File: src/rtl/core/bdcc_pkg.sv
// Shared types, constants and lookup tables for the button dimmer color controller.
// Used by bdcc_ctrl, bdcc_datapath and button_dimmer_color_controller.
`timescale 1ns / 1ps
`default_nettype none

package bdcc_pkg;

    // Default table sizes
    localparam int BRIGHT_STEPS_DEF = 7;
    localparam int COLOUR_COUNT_DEF = 7;

    // Buttons, in the order their releases are applied
    localparam int NUM_BUTTONS = 4;
    localparam int BTN_UP      = 0;
    localparam int BTN_DOWN    = 1;
    localparam int BTN_LEFT    = 2;
    localparam int BTN_RIGHT   = 3;

    // Configuration register indexes
    localparam logic CFG_LONG_PRESS = 1'b0;
    localparam logic CFG_WAKE_STEP  = 1'b1;

    // Configuration reset values
    localparam logic [7:0] LONG_PRESS_RST = 8'd10;
    localparam logic [2:0] WAKE_STEP_RST  = 3'd3;

    // Fill colors, 0xRRGGBB
    localparam logic [23:0] COL_RED     = 24'hFF0000;
    localparam logic [23:0] COL_YELLOW  = 24'hFFFF00;
    localparam logic [23:0] COL_GREEN   = 24'h00FF00;
    localparam logic [23:0] COL_CYAN    = 24'h00FFFF;
    localparam logic [23:0] COL_BLUE    = 24'h0000FF;
    localparam logic [23:0] COL_MAGENTA = 24'hFF00FF;
    localparam logic [23:0] COL_WHITE   = 24'hFFFFFF;

    // Reciprocals for divide by 31 and by 63, exact over the expand range
    localparam logic [15:0] RECIP31     = 16'd33826;
    localparam logic [15:0] RECIP63     = 16'd16645;
    localparam int          RECIP_SHIFT = 20;

    // Sequencer states
    typedef enum logic [1:0] {
        ST_IDLE,
        ST_SCALE,
        ST_QUANT,
        ST_EXPAND
    } bdcc_state_t;

    // Controller to datapath commands
    typedef struct packed {
        logic accept;   // apply button events of the incoming beat
        logic scale;    // capture channel * brightness
        logic quant;    // capture RGB565 quantized channels
        logic load;     // load the output register
    } bdcc_cmd_t;

    // Datapath to controller status
    typedef struct packed {
        logic out_free; // output register empty or draining this cycle
    } bdcc_status_t;

    // Brightness level per step
    function automatic logic [7:0] level_of(input logic [3:0] step);
        logic [7:0] lvl;
        unique case (step) inside
            4'd0:    lvl = 8'd0;
            4'd1:    lvl = 8'd7;
            4'd2:    lvl = 8'd15;
            4'd3:    lvl = 8'd31;
            4'd4:    lvl = 8'd63;
            4'd5:    lvl = 8'd127;
            default: lvl = 8'd255;
        endcase
        return lvl;
    endfunction

    // Base color per index, repeating every seven entries
    function automatic logic [23:0] colour_of(input logic [3:0] idx);
        logic [23:0] col;
        unique case (idx) inside
            4'd0, 4'd7, 4'd14:  col = COL_RED;
            4'd1, 4'd8, 4'd15:  col = COL_YELLOW;
            4'd2, 4'd9:         col = COL_GREEN;
            4'd3, 4'd10:        col = COL_CYAN;
            4'd4, 4'd11:        col = COL_BLUE;
            4'd5, 4'd12:        col = COL_MAGENTA;
            default:            col = COL_WHITE;
        endcase
        return col;
    endfunction

endpackage

`default_nettype wire

File: src/rtl/core/bdcc_ctrl.sv
// Sequencer for the button dimmer color controller: steps one beat through
// event, scale, quantize and expand phases. Depends on bdcc_pkg.
`timescale 1ns / 1ps
`default_nettype none

module bdcc_ctrl (
    input  wire logic                    clk,
    input  wire logic                    rst_n,
    input  wire logic                    s_tvalid,
    output logic                         s_tready,
    input  wire bdcc_pkg::bdcc_status_t  status,
    output bdcc_pkg::bdcc_cmd_t          cmd
);

    bdcc_pkg::bdcc_state_t state_reg;
    bdcc_pkg::bdcc_state_t state_next;

    // State register
    always_ff @(posedge clk or negedge rst_n)
    begin
        if (!rst_n)
        begin
            state_reg <= bdcc_pkg::ST_IDLE;
        end
        else
        begin
            state_reg <= state_next;
        end
    end

    // Next state and commands
    always_comb
    begin
        state_next = state_reg;
        cmd        = '0;
        s_tready   = 1'b0;
        unique case (state_reg)
            bdcc_pkg::ST_IDLE:
            begin
                s_tready = 1'b1;
                if (s_tvalid)
                begin
                    cmd.accept = 1'b1;
                    state_next = bdcc_pkg::ST_SCALE;
                end
            end
            bdcc_pkg::ST_SCALE:
            begin
                cmd.scale  = 1'b1;
                state_next = bdcc_pkg::ST_QUANT;
            end
            bdcc_pkg::ST_QUANT:
            begin
                cmd.quant  = 1'b1;
                state_next = bdcc_pkg::ST_EXPAND;
            end
            bdcc_pkg::ST_EXPAND:
            begin
                // wait here while the previous result is still unclaimed
                if (status.out_free)
                begin
                    cmd.load   = 1'b1;
                    state_next = bdcc_pkg::ST_IDLE;
                end
            end
            default:
            begin
                state_next = bdcc_pkg::ST_IDLE;
            end
        endcase
    end

endmodule

`default_nettype wire

File: src/rtl/core/bdcc_datapath.sv
// Datapath of the button dimmer color controller: hold counters, step and
// color state, scaling, RGB565 round trip and output register. Uses bdcc_pkg.
`timescale 1ns / 1ps
`default_nettype none

module bdcc_datapath #(
    parameter int BRIGHT_STEPS = bdcc_pkg::BRIGHT_STEPS_DEF,
    parameter int COLOUR_COUNT = bdcc_pkg::COLOUR_COUNT_DEF
) (
    input  wire logic                    clk,
    input  wire logic                    rst_n,
    input  wire bdcc_pkg::bdcc_cmd_t     cmd,
    output bdcc_pkg::bdcc_status_t       status,
    input  wire logic [3:0]              buttons,
    input  wire logic                    cfg_we,
    input  wire logic                    cfg_addr,
    input  wire logic [7:0]              cfg_data,
    output logic                         out_valid,
    input  wire logic                    out_ready,
    output logic [39:0]                  out_data
);

    localparam int SW = $clog2(BRIGHT_STEPS);
    localparam int CW = $clog2(COLOUR_COUNT);
    localparam logic [SW-1:0] STEP_MAX = SW'(BRIGHT_STEPS - 1);
    localparam logic [CW-1:0] COL_MAX  = CW'(COLOUR_COUNT - 1);

    // floor(x / 255) for x below 65535
    function automatic logic [7:0] div255(input logic [15:0] x);
        logic [16:0] sum;
        sum = 17'(x) + 17'd1 + 17'(x >> 8);
        return 8'(sum >> 8);
    endfunction

    // Configuration
    logic [7:0]    long_press_reg;
    logic [2:0]    wake_step_reg;

    // Control state
    logic [7:0]    hold_reg [bdcc_pkg::NUM_BUTTONS];
    logic [7:0]    hold_next [bdcc_pkg::NUM_BUTTONS];
    logic [SW-1:0] bright_step_reg;
    logic [SW-1:0] bright_step_next;
    logic [CW-1:0] colour_step_reg;
    logic [CW-1:0] colour_step_next;
    logic [7:0]    level_reg;
    logic [7:0]    level_next;
    logic [23:0]   base_reg;
    logic [23:0]   base_next;
    logic          pairing_reg;
    logic          pairing_next;
    logic          out_valid_reg;

    // Release events per button
    logic [bdcc_pkg::NUM_BUTTONS-1:0] ev_short;
    logic [bdcc_pkg::NUM_BUTTONS-1:0] ev_long;
    logic [4:0]    wake_ext;
    logic [SW-1:0] wake_clamped;

    // Pipeline payload
    logic [15:0]   red_prod;
    logic [15:0]   green_prod;
    logic [15:0]   blue_prod;
    logic [7:0]    red_scl_reg;
    logic [7:0]    green_scl_reg;
    logic [7:0]    blue_scl_reg;
    logic [13:0]   red_num;
    logic [13:0]   green_num;
    logic [12:0]   blue_num;
    logic [4:0]    red_q_reg;
    logic [5:0]    green_q_reg;
    logic [4:0]    blue_q_reg;
    logic [13:0]   red_x;
    logic [13:0]   green_x;
    logic [13:0]   blue_x;
    logic [27:0]   red_y;
    logic [27:0]   green_y;
    logic [27:0]   blue_y;
    logic [7:0]    out_red_reg;
    logic [7:0]    out_green_reg;
    logic [7:0]    out_blue_reg;
    logic [7:0]    out_bright_reg;
    logic [2:0]    out_colour_reg;
    logic          out_pairing_reg;
    logic [7:0]    colour_wide;

    // Hold counters and release classification
    always_comb
    begin
        for (int i = 0; i < bdcc_pkg::NUM_BUTTONS; i++)
        begin
            ev_short[i]  = 1'b0;
            ev_long[i]   = 1'b0;
            hold_next[i] = hold_reg[i];
            if (buttons[i])
            begin
                if (hold_reg[i] != 8'hFF)
                begin
                    hold_next[i] = hold_reg[i] + 8'd1;
                end
            end
            else if (hold_reg[i] != 8'd0)
            begin
                hold_next[i] = 8'd0;
                if (hold_reg[i] >= long_press_reg)
                begin
                    ev_long[i] = 1'b1;
                end
                else
                begin
                    ev_short[i] = 1'b1;
                end
            end
        end
    end

    // Wake step clamped to the table
    assign wake_ext     = 5'(wake_step_reg);
    assign wake_clamped = (wake_ext > 5'(BRIGHT_STEPS - 1)) ? STEP_MAX : SW'(wake_ext);

    // Apply releases in order up, down, left, right
    always_comb
    begin
        bright_step_next = bright_step_reg;
        level_next       = level_reg;
        colour_step_next = colour_step_reg;
        base_next        = base_reg;
        pairing_next     = 1'b0;

        if (ev_long[bdcc_pkg::BTN_UP])
        begin
            pairing_next = 1'b1;
        end
        else if (ev_short[bdcc_pkg::BTN_UP])
        begin
            if (bright_step_next != STEP_MAX)
            begin
                bright_step_next = bright_step_next + SW'(1);
            end
            level_next = bdcc_pkg::level_of(4'(bright_step_next));
        end

        if (ev_short[bdcc_pkg::BTN_DOWN])
        begin
            if (bright_step_next != '0)
            begin
                bright_step_next = bright_step_next - SW'(1);
            end
            level_next = bdcc_pkg::level_of(4'(bright_step_next));
        end

        if (ev_short[bdcc_pkg::BTN_LEFT])
        begin
            colour_step_next = (colour_step_next == COL_MAX) ? '0
                                                             : colour_step_next + CW'(1);
            base_next = bdcc_pkg::colour_of(4'(colour_step_next));
            if (level_next == 8'd0)
            begin
                bright_step_next = wake_clamped;
                level_next       = bdcc_pkg::level_of(4'(wake_clamped));
            end
        end

        if (ev_short[bdcc_pkg::BTN_RIGHT])
        begin
            colour_step_next = (colour_step_next == '0) ? COL_MAX
                                                        : colour_step_next - CW'(1);
            base_next = bdcc_pkg::colour_of(4'(colour_step_next));
            if (level_next == 8'd0)
            begin
                bright_step_next = wake_clamped;
                level_next       = bdcc_pkg::level_of(4'(wake_clamped));
            end
        end
    end

    // Configuration and control state
    always_ff @(posedge clk or negedge rst_n)
    begin
        if (!rst_n)
        begin
            long_press_reg  <= bdcc_pkg::LONG_PRESS_RST;
            wake_step_reg   <= bdcc_pkg::WAKE_STEP_RST;
            for (int i = 0; i < bdcc_pkg::NUM_BUTTONS; i++)
            begin
                hold_reg[i] <= 8'd0;
            end
            bright_step_reg <= '0;
            colour_step_reg <= '0;
            level_reg       <= 8'd0;
            base_reg        <= bdcc_pkg::COL_WHITE;
            pairing_reg     <= 1'b0;
            out_valid_reg   <= 1'b0;
        end
        else
        begin
            if (cfg_we)
            begin
                unique case (cfg_addr)
                    bdcc_pkg::CFG_LONG_PRESS: long_press_reg <= cfg_data;
                    bdcc_pkg::CFG_WAKE_STEP:  wake_step_reg  <= cfg_data[2:0];
                endcase
            end
            if (cmd.accept)
            begin
                for (int i = 0; i < bdcc_pkg::NUM_BUTTONS; i++)
                begin
                    hold_reg[i] <= hold_next[i];
                end
                bright_step_reg <= bright_step_next;
                colour_step_reg <= colour_step_next;
                level_reg       <= level_next;
                base_reg        <= base_next;
                pairing_reg     <= pairing_next;
            end
            if (cmd.load)
            begin
                out_valid_reg <= 1'b1;
            end
            else if (out_ready)
            begin
                out_valid_reg <= 1'b0;
            end
        end
    end

    // Scale: channel * brightness >> 8
    assign red_prod   = 16'(base_reg[23:16]) * 16'(level_reg);
    assign green_prod = 16'(base_reg[15:8])  * 16'(level_reg);
    assign blue_prod  = 16'(base_reg[7:0])   * 16'(level_reg);

    // Quantize to 5/6/5 bits with rounding
    assign red_num   = 14'(red_scl_reg) * 14'd62 + 14'd255;
    assign green_num = 14'(green_scl_reg) * 14'd63 + 14'd127;
    assign blue_num  = 13'(blue_scl_reg) * 13'd31 + 13'd127;

    // Expand back to 8 bits with rounding
    assign red_x   = 14'(red_q_reg) * 14'd255 + 14'd15;
    assign green_x = 14'(green_q_reg) * 14'd255 + 14'd31;
    assign blue_x  = 14'(blue_q_reg) * 14'd255 + 14'd15;
    assign red_y   = 28'(red_x) * 28'(bdcc_pkg::RECIP31);
    assign green_y = 28'(green_x) * 28'(bdcc_pkg::RECIP63);
    assign blue_y  = 28'(blue_x) * 28'(bdcc_pkg::RECIP31);

    assign colour_wide = 8'(colour_step_reg);

    // Payload pipeline and output register
    always_ff @(posedge clk)
    begin
        if (cmd.scale)
        begin
            red_scl_reg   <= red_prod[15:8];
            green_scl_reg <= green_prod[15:8];
            blue_scl_reg  <= blue_prod[15:8];
        end
        if (cmd.quant)
        begin
            red_q_reg   <= 5'(div255(16'(red_num[13:1])));
            green_q_reg <= 6'(div255(16'(green_num)));
            blue_q_reg  <= 5'(div255(16'(blue_num)));
        end
        if (cmd.load)
        begin
            out_red_reg     <= 8'(red_y >> bdcc_pkg::RECIP_SHIFT);
            out_green_reg   <= 8'(green_y >> bdcc_pkg::RECIP_SHIFT);
            out_blue_reg    <= 8'(blue_y >> bdcc_pkg::RECIP_SHIFT);
            out_bright_reg  <= level_reg;
            out_colour_reg  <= colour_wide[2:0];
            out_pairing_reg <= pairing_reg;
        end
    end

    assign status.out_free = !out_valid_reg || out_ready;
    assign out_valid       = out_valid_reg;
    assign out_data        = {4'b0000, out_pairing_reg, out_colour_reg, out_bright_reg,
                              out_blue_reg, out_green_reg, out_red_reg};

endmodule

`default_nettype wire

File: src/rtl/core/button_dimmer_color_controller.sv
// Top level of the button dimmer color controller: sequencer plus datapath.
// Depends on bdcc_pkg, bdcc_ctrl and bdcc_datapath.
//
//   Port group   Dir  Width  Contents
//   s_*          in   8      one button sample per beat
//   m_*          out  40     fill color, brightness, color index, pairing flag
//   cfg_*        in   1 / 8  register writes, no read-back
//
// An accepted beat runs in order: events are applied at acceptance, then the
// scale multiply, RGB565 quantize and expand phases follow in turn.
// The next beat is accepted once the result sits in the output register.
// If that register still holds an unclaimed beat, expand waits for m_tready.
// Reset: all hold counters zero, lamp dark, color white, registers at defaults.
`timescale 1ns / 1ps
`default_nettype none

module button_dimmer_color_controller #(
    parameter int BRIGHT_STEPS = bdcc_pkg::BRIGHT_STEPS_DEF,
    parameter int COLOUR_COUNT = bdcc_pkg::COLOUR_COUNT_DEF
) (
    input  wire logic        clk,
    input  wire logic        rst_n,
    input  wire logic        s_tvalid,
    output logic             s_tready,
    // [0] up_pressed, [1] down_pressed, [2] left_pressed, [3] right_pressed
    input  wire logic [7:0]  s_tdata,
    output logic             m_tvalid,
    input  wire logic        m_tready,
    // [7:0] led_red, [15:8] led_green, [23:16] led_blue,
    // [31:24] brightness_out, [34:32] colour_out, [35] pairing_request
    output logic [39:0]      m_tdata,
    input  wire logic        cfg_we,
    input  wire logic        cfg_addr,
    input  wire logic [7:0]  cfg_data
);

    bdcc_pkg::bdcc_cmd_t    cmd;
    bdcc_pkg::bdcc_status_t status;

    bdcc_ctrl u_ctrl (
        .clk      (clk),
        .rst_n    (rst_n),
        .s_tvalid (s_tvalid),
        .s_tready (s_tready),
        .status   (status),
        .cmd      (cmd)
    );

    bdcc_datapath #(
        .BRIGHT_STEPS (BRIGHT_STEPS),
        .COLOUR_COUNT (COLOUR_COUNT)
    ) u_datapath (
        .clk       (clk),
        .rst_n     (rst_n),
        .cmd       (cmd),
        .status    (status),
        .buttons   (s_tdata[3:0]),
        .cfg_we    (cfg_we),
        .cfg_addr  (cfg_addr),
        .cfg_data  (cfg_data),
        .out_valid (m_tvalid),
        .out_ready (m_tready),
        .out_data  (m_tdata)
    );

    // Output register is never overwritten while it holds an unclaimed beat
    a_load_free: assert property (@(posedge clk) disable iff (!rst_n)
        cmd.load |-> (!m_tvalid || m_tready))
        else $error("output register overwritten");

    // An accepted beat always moves on to the scale phase
    a_accept_scale: assert property (@(posedge clk) disable iff (!rst_n)
        (s_tvalid && s_tready) |=> (cmd.scale && !s_tready))
        else $error("accepted beat did not advance");

    // A load presents a result on the next cycle
    a_load_valid: assert property (@(posedge clk) disable iff (!rst_n)
        cmd.load |=> m_tvalid)
        else $error("loaded result not presented");

endmodule

`default_nettype wire
File: config.mk
export PLATFORM = sky130hd
export DESIGN_NAME = button_dimmer_color_controller
export DESIGN_NICKNAME = d
export VERILOG_FILES = /design/src/rtl/core/bdcc_pkg.sv /design/src/rtl/core/bdcc_ctrl.sv /design/src/rtl/core/bdcc_datapath.sv /design/src/rtl/core/button_dimmer_color_controller.sv
export SDC_FILE = /design/constraint.sdc
export NUM_CORES = 1
export LEC_CHECK = 0
export BUFFER_PORTS_ARGS = -buffer_cell sky130_fd_sc_hd__clkbuf_2
export CELL_PAD_IN_SITES_DETAIL_PLACEMENT = 1
export CELL_PAD_IN_SITES_GLOBAL_PLACEMENT = 1
export CORE_MARGIN = 3
export CORE_UTILIZATION = 45
export DETAILED_ROUTE_END_ITERATION = 12
export HOLD_SLACK_MARGIN = 0.12
export PLACE_DENSITY_LB_ADDON = 0.1
export SYNTH_ARGS = -nofsm -noshare
export SYNTH_HDL_FRONTEND = slang
export SYNTH_HIERARCHICAL = 1
export SYNTH_SLANG_ARGS = --single-unit
File: constraint.sdc
create_clock -name clk -period 25.6 [get_ports clk]
set_clock_uncertainty 0.2 [all_clocks]
set_input_delay 1.28 -clock clk [delete_from_list [all_inputs] [get_ports clk]]
set_output_delay 1.28 -clock clk [all_outputs]
set_load 0.01 [all_outputs]
After elaboration in Yosys (flattened, before gate mapping)
Index checks and enable logic that the tools add are counted.
{ "totals": {"input_bits": 22, "word_cells": 208, "regBits": 161, "output_inout_bits": 42} }
{ "classes": {"n_addsub": 20, "mux": 71, "bitwise": 1, "magnitude_cmp": 5, "mul": 12, "eq_ne": 42, "n_reduce_logical": 32} }
{ "ops": {"columns": ["op", "count"], "rows": [
  ["24-bit case mux with 6 select lines", 2],
  ["8-bit 2-to-1 mux", 19],
  ["8-bit case mux with 6 select lines", 3],
  ["14-bit by 15-bit multiplier with 27-bit output, second input constant", 2],
  ["3-bit 2-to-1 mux", 17],
  ["8-bit by 8-bit multiplier with 16-bit output", 3],
  ["24-bit 2-to-1 mux", 2],
  ["3-bit == test, second input constant", 13],
  ["8-bit by 1-bit adder with 8-bit output, second input constant", 4],
  ["8-bit >= comparator", 4],
  ["8-bit inequality test, second input constant", 4],
  ["8-bit nonzero test", 4],
  ["3-bit by 2-bit == test with 1-bit output, second input constant", 10],
  ["13-bit by 4-bit adder with 14-bit output, second input constant", 2],
  ["14-bit by 15-bit multiplier with 28-bit output, second input constant", 1],
  ["13-bit by 1-bit adder with 13-bit output, second input constant", 2],
  ["13-bit by 5-bit adder with 13-bit output", 2],
  ["5-bit by 8-bit multiplier with 13-bit output, second input constant", 2],
  ["8-bit by 5-bit multiplier with 13-bit output, second input constant", 2],
  ["1-bit 2-to-1 mux", 25],
  ["3-bit zero test", 6],
  ["8-bit zero test", 2],
  ["3-bit by 1-bit == test with 1-bit output, second input constant", 5],
  ["14-bit by 1-bit adder with 14-bit output, second input constant", 1],
  ["other kinds (26)", 46]
]} }

Depth between registers and ports, before layout
Gate-level depths: netlist (run 1).
{ "depth": {"ltp_word": 20, "mapped_depth": 33, "depth_no_buf": 33} }

Hierarchy
Netlist (run 1), hierarchy kept.
{ "by_module_without_submodules": {"columns": ["module", "n_inst", "area_per_inst_um2", "cells_each", "seq_area_each_um2"], "rows": [
  ["bdcc_datapath", 1, 22277.6, 2244, 3842.4],
  ["bdcc_ctrl", 1, 173.9, 15, 50.0]
]} }

Worst setup path after synthesis (run 1)
No wires, ideal clock.
{ "synth_path": {"path_type": "register -> register", "start": "register u_datapath.red_q_reg[3]", "end": "register u_datapath.out_red_reg[7], data pin", "required_time_ns": 25.132, "period_less_slack_ns": 8.126, "path_buffers": 0, "setup_ns": 0.268, "path_stages_with_launch": 34, "slack_ns": 17.474, "arrival_time_ns": 7.658, "path_cell_list": "edfxtp_1 -> fa_1 -> inv_1 -> fa_1 -> fa_1 -> inv_1 -> ha_1 -> a21oi_1 -> o21bai_1 -> a21oi_1 -> o21bai_1 -> a21oi_1 -> o21bai_1 -> a2111oi_0 -> nor3_1 -> ha_1 -> inv_1 -> fa_1 -> inv_1 -> ha_1 -> ha_1 -> inv_1 -> fa_1 -> inv_1 -> ha_1 -> a21oi_1 -> nor2b_1 -> o21ai_0 -> a21oi_1 -> o41ai_1 -> a21oi_1 -> and4_1 -> a2111oi_0 -> xnor3_1"} }
{ "synth_via": {"elab_chain_cells": 3} }
{ "synth_rtl": {"columns": ["element", "line_no", "source"], "rows": [
  ["from (decl)", "bdcc_datapath.sv:70", "logic [4:0] red_q_reg;"],
  ["from (signal assigned)", "bdcc_datapath.sv:258", "red_q_reg <= 5'(div255(16'(red_num[13:1])));"],
  ["5-bit by 8-bit multiplier with 13-bit output", "bdcc_datapath.sv:238", "assign red_x = 14'(red_q_reg) * 14'd255 + 14'd15;"],
  ["13-bit by 4-bit adder with 14-bit output", "bdcc_datapath.sv:238", null],
  ["14-bit by 15-bit multiplier with 27-bit output", "bdcc_datapath.sv:241", "assign red_y = 28'(red_x) * 28'(bdcc_pkg::RECIP31);"],
  ["named net u_datapath.red_y[27]", "bdcc_datapath.sv:76", "logic [27:0] red_y;"],
  ["to (signal assigned)", "bdcc_datapath.sv:264", "out_red_reg <= 8'(red_y >> bdcc_pkg::RECIP_SHIFT);"],
  ["to (decl)", "bdcc_datapath.sv:79", "logic [7:0] out_red_reg;"]
]} }
The timed path passes the listed nets, and every way through them passes these cells.
A chain may end at the register's enable or synchronous reset.

Final worst setup path (run 1)
{ "layout_path": {"start": "register u_datapath.green_q_reg[0]", "end": "register u_datapath.out_green_reg[7], data pin"} }
{ "layout_via": {"elab_chain_cells": 3} }
{ "layout_rtl": {"columns": ["element", "line_no", "source"], "rows": [
  ["from (decl)", "bdcc_datapath.sv:71", "logic [5:0] green_q_reg;"],
  ["from (signal assigned)", "bdcc_datapath.sv:259", "green_q_reg <= 6'(div255(16'(green_num)));"],
  ["6-bit by 8-bit multiplier with 14-bit output", "bdcc_datapath.sv:239", "assign green_x = 14'(green_q_reg) * 14'd255 + 14'd31;"],
  ["14-bit by 5-bit adder with 14-bit output", "bdcc_datapath.sv:239", null],
  ["14-bit by 15-bit multiplier with 28-bit output", "bdcc_datapath.sv:242", "assign green_y = 28'(green_x) * 28'(bdcc_pkg::RECIP63);"],
  ["named net u_datapath.green_y[27]", "bdcc_datapath.sv:77", "logic [27:0] green_y;"],
  ["to (signal assigned)", "bdcc_datapath.sv:265", "out_green_reg <= 8'(green_y >> bdcc_pkg::RECIP_SHIFT);"],
  ["to (decl)", "bdcc_datapath.sv:80", "logic [7:0] out_green_reg;"]
]} }
The timed path passes the listed nets, and every way through them passes these cells.

==> impl_results.md, run 1 <==
- Status: complete, no violations
- # port buffers: 55
- XOR/XNOR share of the synthesized area: 6.39%
- Final Critical Period: 9.18 ns
- Routed len/inst: 16.2 um
- Compound-Gate Fraction of Synth Area: 10.4%
- Number of max-cap violations: 0
- Post-placement cell area: 23500 um2
- Crit path DAT: 9.19 ns
- Die Y: 229 um
- CTS tree: yes
- Synth Area in Simple Gates: 9.48%
- Vias in the first global route: 17800
- Yosys warning count: 6
- Crit path max-delay family: adder cells
- Root buf cell: clkbuf_16
- Area Overhead vs Synth: 7.35%
- Area leader, netlist: ha_1
- Relative slew slack: 24.4%
- CP Class: reg -> reg
- Stages on worst setup path: 31
- Initial antenna violation count: 0
- Starting Density: 45.7%
- Setup tns final: 0 ns
- Tot GR Track Use: 19.6%
- Drt drc: 0
- Slew @ Worst Pin: 1.13 ns
- Flop2flop setup slack: 16.43 ns
- Routed vias/inst: 5.27
- Die X: 229 um
- Layout Cells excl Fill: 3001
- Io pins: 64
- Global-route wire length before repair: 85000 um
- CTS H-tree depth: 4
- Max stage delay on crit path: 0.64 ns
- RR Endpoint: u_datapath/out_green_reg[7]$_DFFE_PP_
- Post-synthesis adder-cell area fraction: 47.9%
- Predominant post-synthesis flop cell: edfxtp_1
- Most used cell along the critical path: ha_1
- Critical Path Sink Type: flip-flop
- Clock buffer depth: 2
- Gr ovfl total: 0
- Startpoint types: flip-flop
- Area contributors post-synth: ha_1 (30%), fa_1 (18%), edfxtp_1 (10%), inv_1 (6.6%), dfrtp_1 (6.4%)
- DRT Wirelength: 48700 um
- EDFF count, synth: 76
- Initial DRC count: 438
- Beginning of the critical path: u_datapath/green_q_reg[0]$_DFFE_PP_
- Setup bufs post-CTS: 0
- Largest family of logic cells by synthesized area: adder cells
- Mapped Area: 22500 um2
- DRT Pass-1 Iters: 4
- Final hold violations: 0
- Clk slew on worst S/H paths: 0.08 ns
- Fillers: 5571
- Period utilisation layout: 35.8%
- Count leader, synth: ha_1
- Max reg flops: 32
- CP required: 25.62 ns
- # clock sinks: 140
- Gpl congestion: 0.801
- Post-Layout Inst Area: 24100 um2
- Mapped Cells: 2259
- Via count: 15800
- Worst Path Max Fanout: 7
- Cells after DPL: 2969
- Ys async rst share: 45.7%
- CTS Buf Count: 17
- Cts hold-fix bufs: 0
- Number of buffers and inverters on the critical path: 5
- Detail Route Antenna Nets: 0
- Final setup violation count: 0
- Share of the synthesized area in the top cell type: 30.3%
- Slew Viols, Final: 0
- Die footprint: 52600 um2
- Layout net count: 3086
- RSZ-0062 raised after global routing: false
- Ant. Diodes: 0
- CORE AREA: 49200 um2
- Post-CTS Resized: 0
- HP Class: reg -> reg
- Post-synthesis mux area share: 1.43%
- DP HPWL: 41000 um
- Worst r2r src: u_datapath/green_q_reg[0]$_DFFE_PP_
- Seq/Total Area, Yosys: 17.3%
- Reg2Reg Depth: 31
- #FFs+latches synth: 140
- Clock Latency Late Sink: 0.49 ns
- Crit path capture: u_datapath/out_green_reg[7]$_DFFE_PP_
- Fmax: 0.109 GHz
- Synth Area per Inst: 9.94 um2
- Top cells by count, synth: ha_1 (543), inv_1 (397), fa_1 (197), nor2_1 (100), xnor2_1 (99)
- # rows: 81
- Critical path's slowest cell: fa_1
- Largest net degree at the start of global routing: 65
- Share of cells above drive strength 1: 5.65%
- Synth unique cells: 79
- Hold_ws: 0.285 ns
[area by class of cell]
cell class	instances	area (um2)	share of cell area [%]
flip-flops and latches	140	3890	16.2
clock buffers	17	425	1.77
multi-input cells	1706	17000	70.5
repair buffers	62	328	1.36
well taps	664	831	3.45
inverters	397	1490	6.18
clock inverters	15	145	0.602
[layout by cell type (no fill, tap or decap), types with 21 or more instances in the layout]
master    instances
nor2b_1          21
nand2b_1         22
a21o_1           36
and2_1           30
o21ai_0          86
clkbuf_2         54
nand3_1          32
inv_1           397
nand2_1          84
nor2_1          100
ha_1            543
a21oi_1          93
xor2_1           57
xnor2_1          99
dfrtp_1          57
nor3_1           39
o21a_1           21
edfxtp_1         76
fa_1            197
[worst min path at each step]
stage                                               from                                     end  slack, ns  cells after the start
6_report              u_datapath/pairing_reg$_DFFE_PN0P_    u_datapath/out_pairing_reg$_DFFE_PP_       0.28                      0
5_1_grt               u_datapath/pairing_reg$_DFFE_PN0P_    u_datapath/out_pairing_reg$_DFFE_PP_       0.29                      0
4_1_cts               u_datapath/pairing_reg$_DFFE_PN0P_    u_datapath/out_pairing_reg$_DFFE_PP_       0.28                      0
3_5_place_dp          u_datapath/pairing_reg$_DFFE_PN0P_    u_datapath/out_pairing_reg$_DFFE_PP_       0.27                      0
3_3_place_gp          u_datapath/pairing_reg$_DFFE_PN0P_    u_datapath/out_pairing_reg$_DFFE_PP_       0.23                      0
2_1_floorplan  u_datapath/colour_step_reg[0]$_DFFE_PN0P_  u_datapath/out_colour_reg[0]$_DFFE_PP_       0.22                      0
[worst reg2reg max path, delay by kind of cell (launching register included)]
kind            cells  cell delay [ns]
xor+xnor            2             0.74
compound gates     11             2.09
fa+ha+maj          12             4.60
simple gates        1             0.16
flops               1             0.61
buf+inv             5             0.50
[through the flow]
stage / setup WS [ns] / utilization (%)
final: 16.43 / 49.0
after global routing: 15.71 / 49.0
after CTS: 16.28 / 49.0
after detailed placement: 16.29 / 47.9
after global placement: 16.49 / 47.9
after floorplan: 17.47 / -
[per-layer routing]
layer | vias to the layer above | global-route usage (%) | wire length, um
li1 | 7841 | - | -
met1 | 7832 | 24.6 | 22100
met2 | 110 | 35.6 | 25000
met3 | 31 | 2.96 | 1080
met4 | 0 | 4.06 | 505
met5 | - | 0 | 0
[logic make-up (layout without fill, tap and decap cells)]
kind of cell	Yosys count	in the layout
buffers and inverters	416	491
muxes	30	30
xor gates and xnor gates	159	159
DFF	140	140
adders and majority gates	741	741
AOI/OAI and AO/OA	360	360
other	1	4
and+or+nand+nor	412	412
Power of run 1 is left out: the tool's default activity adds up to more than one toggle a clock period on the data nets, which glitch-free logic cannot reach.
==> inputs of run 2 (changes only) <==
--- a/config.mk
+++ b/config.mk
@@ -5,6 +5,7 @@
 export SDC_FILE = /design/constraint.sdc
 export NUM_CORES = 1
 export LEC_CHECK = 0
+export ABC_AREA = 1
 export BUFFER_PORTS_ARGS = -buffer_cell sky130_fd_sc_hd__clkbuf_2
 export CELL_PAD_IN_SITES_DETAIL_PLACEMENT = 1
 export CELL_PAD_IN_SITES_GLOBAL_PLACEMENT = 1
==> constraint.sdc (replaced) <==
create_clock -name clk -period 7.8 [get_ports clk]
set_clock_uncertainty 0.2 [all_clocks]
set_input_delay 0.39 -clock clk [delete_from_list [all_inputs] [get_ports clk]]
set_output_delay 0.39 -clock clk [all_outputs]
set_load 0.01 [all_outputs]
==> impl_results.md, run 2 <==
- # rows: 82 (was 81)
- DP HPWL: 43700 um (was 41000 um)
- Die X: 232 um (was 229 um)
- Final setup violation count: 0 (unchanged)
- Routed len/inst: 15.5 um (was 16.2 um)
- Clock buffer depth: 2 (unchanged)
- Critical Path Sink Type: flip-flop (unchanged)
- Critical path's slowest cell: fa_2 (was fa_1)
- Worst Path Max Fanout: 3 (was 7)
- Commonest non-fill, non-tap cells in the layout: inv_1 (543), ha_1 (519), nand2_1 (337), fa_1 (193), a21oi_1 (132) (was ha_1 (543), inv_1 (397), fa_1 (197), nor2_1 (100), xnor2_1 (99))
- Ant. Diodes: 0 (unchanged)
- Gr ovfl total: 0 (unchanged)
- Final Critical Period: 7.75 ns (was 9.18 ns)
- Layout net count: 3484 (was 3086)
- Fmax: 0.129 GHz (was 0.109 GHz)
- Clock Latency Late Sink: 0.48 ns (was 0.49 ns)
- Top cells by count, synth: inv_1 (564), ha_1 (543), nand2_1 (339), fa_1 (197), a21oi_1 (147) (was ha_1 (543), inv_1 (397), fa_1 (197), nor2_1 (100), xnor2_1 (99))
- Count leader, synth: inv_1 (was ha_1)
- # port buffers: 55 (unchanged)
- Routed vias/inst: 5.07 (was 5.27)
- WHS Path Cells: 0 (unchanged)
- CTS Buf Count: 17 (unchanged)
- Area leader, netlist: ha_1 (unchanged)
- Mapped Cells: 2577 (was 2259)
- Synth unique cells: 59 (was 79)
- Die footprint: 53700 um2 (was 52600 um2)
- Initial antenna violation count: 0 (unchanged)
- Crit path DAT: 7.78 ns (was 9.19 ns)
- Period utilisation layout: 99.3% (was 35.8%)
- Share of the synthesized area in the top cell type: 29.7% (was 30.3%)
- CP Class: reg -> reg (unchanged)
- Gpl congestion: 0.807 (was 0.801)
- Max reg flops: 32 (unchanged)
- Startpoint types: flip-flop (unchanged)
- CP required: 7.83 ns (was 25.62 ns)
- Final hold violations: 0 (unchanged)
- Layout Cells excl Fill: 3407 (was 3001)
- Detail Route Antenna Nets: 0 (unchanged)
- Worst hold endpoint: u_datapath/out_pairing_reg$_DFFE_PP_ (unchanged)
- Ys async rst share: 45.7% (unchanged)
- Relative slew slack: 23.9% (was 24.4%)
- Mapped Area: 22900 um2 (was 22500 um2)
- Via count: 17300 (was 15800)
- Commonest non-fill, non-tap cell in the layout: inv_1 (was ha_1)
- # clock sinks: 140 (unchanged)
- Global-route wire length before repair: 90600 um (was 85000 um)
- Seq/Total Area, Yosys: 17.0% (was 17.3%)
- DRT Pass-1 Iters: 4 (unchanged)
- Drt drc: 0 (unchanged)
- Root buf cell: clkbuf_16 (unchanged)
- Area Overhead vs Synth: 12.3% (was 7.35%)
- #FFs+latches synth: 140 (unchanged)
- RSZ-0062 raised after global routing: true (was false)
- CORE AREA: 50300 um2 (was 49200 um2)
- Yosys warning count: 6 (unchanged)
- EDFF count, synth: 76 (unchanged)
- Multi-input logic area: 17300 um2 (was 17000 um2)
- CTS H-tree depth: 4 (unchanged)
- Status: complete, no violations (unchanged)
- Cells after DPL: 3338 (was 2969)
- Slew Viols, Final: 0 (unchanged)
- Worst r2r src: u_datapath/green_q_reg[3]$_DFFE_PP_ (was u_datapath/green_q_reg[0]$_DFFE_PP_)
- RR Endpoint: u_datapath/out_green_reg[7]$_DFFE_PP_ (unchanged)
- Share of cells above drive strength 1: 11.1% (was 5.65%)
- Reg area: 3890 um2 (unchanged)
- Starting Density: 45.6% (was 45.7%)
- Hold path start: u_datapath/pairing_reg$_DFFE_PN0P_ (unchanged)
- Number of max-cap violations: 0 (unchanged)
- Tot GR Track Use: 20.6% (was 19.6%)
- Area contributors post-synth: ha_1 (30%), fa_1 (17%), edfxtp_1 (10%), inv_1 (9.2%), dfrtp_1 (6.2%) (was ha_1 (30%), fa_1 (18%), edfxtp_1 (10%), inv_1 (6.6%), dfrtp_1 (6.4%))
- Vias in the first global route: 19200 (was 17800)
- DRT Wirelength: 52800 um (was 48700 um)
- Initial DRC count: 461 (was 438)
- Slew @ Worst Pin: 1.14 ns (was 1.13 ns)
- Reg2Reg Depth: 39 (was 31)
- HP Class: reg -> reg (unchanged)
- Predominant post-synthesis flop cell: edfxtp_1 (unchanged)
- CTS tree: yes (unchanged)
- Most used cell along the critical path: ha_4 (was ha_1)
- Clk slew on worst S/H paths: 0.07 ns (was 0.08 ns)
- Io pins: 64 (unchanged)
- Die Y: 232 um (was 229 um)
- Max stage delay on crit path: 0.59 ns (was 0.64 ns)
- Largest net degree at the start of global routing: 65 (unchanged)
- Flop2flop setup slack: 0.05 ns (was 16.43 ns)
- Synth Area per Inst: 8.89 um2 (was 9.94 um2)
- Fillers: 5877 (was 5571)
[run 2: how the worst max path moves through the flow]
stage,from,endpoint,slack (ns),cells past startpoint
after floorplan,u_datapath/green_q_reg[4]$_DFFE_PP_,u_datapath/out_green_reg[3]$_DFFE_PP_,0.0003,38
after global placement,u_datapath/green_q_reg[3]$_DFFE_PP_,u_datapath/out_green_reg[7]$_DFFE_PP_,-0.12,41
after detailed placement,u_datapath/green_q_reg[1]$_DFFE_PP_,u_datapath/out_green_reg[7]$_DFFE_PP_,-0.39,38
after CTS,u_datapath/green_q_reg[3]$_DFFE_PP_,u_datapath/out_green_reg[7]$_DFFE_PP_,0.0009,41
after global routing,u_datapath/green_q_reg[3]$_DFFE_PP_,u_datapath/out_green_reg[7]$_DFFE_PP_,-0.31,39
final,u_datapath/green_q_reg[3]$_DFFE_PP_,u_datapath/out_green_reg[7]$_DFFE_PP_,0.05,39
[run 2: metrics by stage]
step | hold WS (ns) | setup WS (ns) | instance area [um2] | setup TNS (ns) | util [%]
global placement | 0.267 | -0.115 | 24300 | -0.385 | 48.4
finish | 0.264 | 0.0532 | 25700 | 0 | 51.2
CTS | 0.292 | 0.000857 | 25400 | 0 | 50.5
global route | 0.307 | -0.305 | 25700 | -1.90 | 51.2
floorplan | -0.106 | 0.000304 | 22900 | 0 | -
detailed placement | 0.274 | -0.387 | 24300 | -2.19 | 48.4
[run 2: critical path: cells and delay by family, from the launching register on]
| family | cells | cell delay (ns) |
|---|---|---|
| buffers and inverters | 7 | 0.54 |
| XOR/XNOR | 4 | 0.63 |
| adder cells (fa/ha/maj) | 11 | 3.50 |
| AND/OR/NAND/NOR | 8 | 0.85 |
| AO/OA/AOI/OAI | 9 | 1.35 |
| flip-flops | 1 | 0.43 |
[run 2: final cells by class]
class	instances	area share (%)
Clock buffer	18	1.71
Clock inverter	14	0.472
Inverter	569	8.30
Multi-Input combinational cell	1851	67.3
Sequential cell	140	15.1
Tap cell	672	3.27
Timing Repair Buffer	143	3.83
[run 2: layer usage]
metal	global-route usage [%]	routed length [um]	up-vias
met3	2.36	1040	58
li1	-	-	8597
met4	5.42	881	0
met2	38.6	27500	122
met1	24.8	23400	8503
met5	0	0	-
[run 2: cells by family (layout without fill, tap and decap cells)]
family / after synthesis / count (layout) / share of synthesized area (%)
fa+ha+maj: 740 / 740 / 46.9
simple gates: 609 / 609 / 11.8
buf+inv: 589 / 744 / 9.79
compound gates: 342 / 342 / 8.54
xor+xnor: 156 / 156 / 6.00
flops: 140 / 140 / 17.0
other cells: 1 / 4 / 0.0164
[run 2: repair_timing]
action,in CTS,in global routing
setup endpoints to repair,8,18
resized for setup,45,58
hold buffers,18,0
hold endpoints to repair,85,0
pin swaps,48,48
buffers inserted,6,15
Power of run 2 is left out for the same reason.
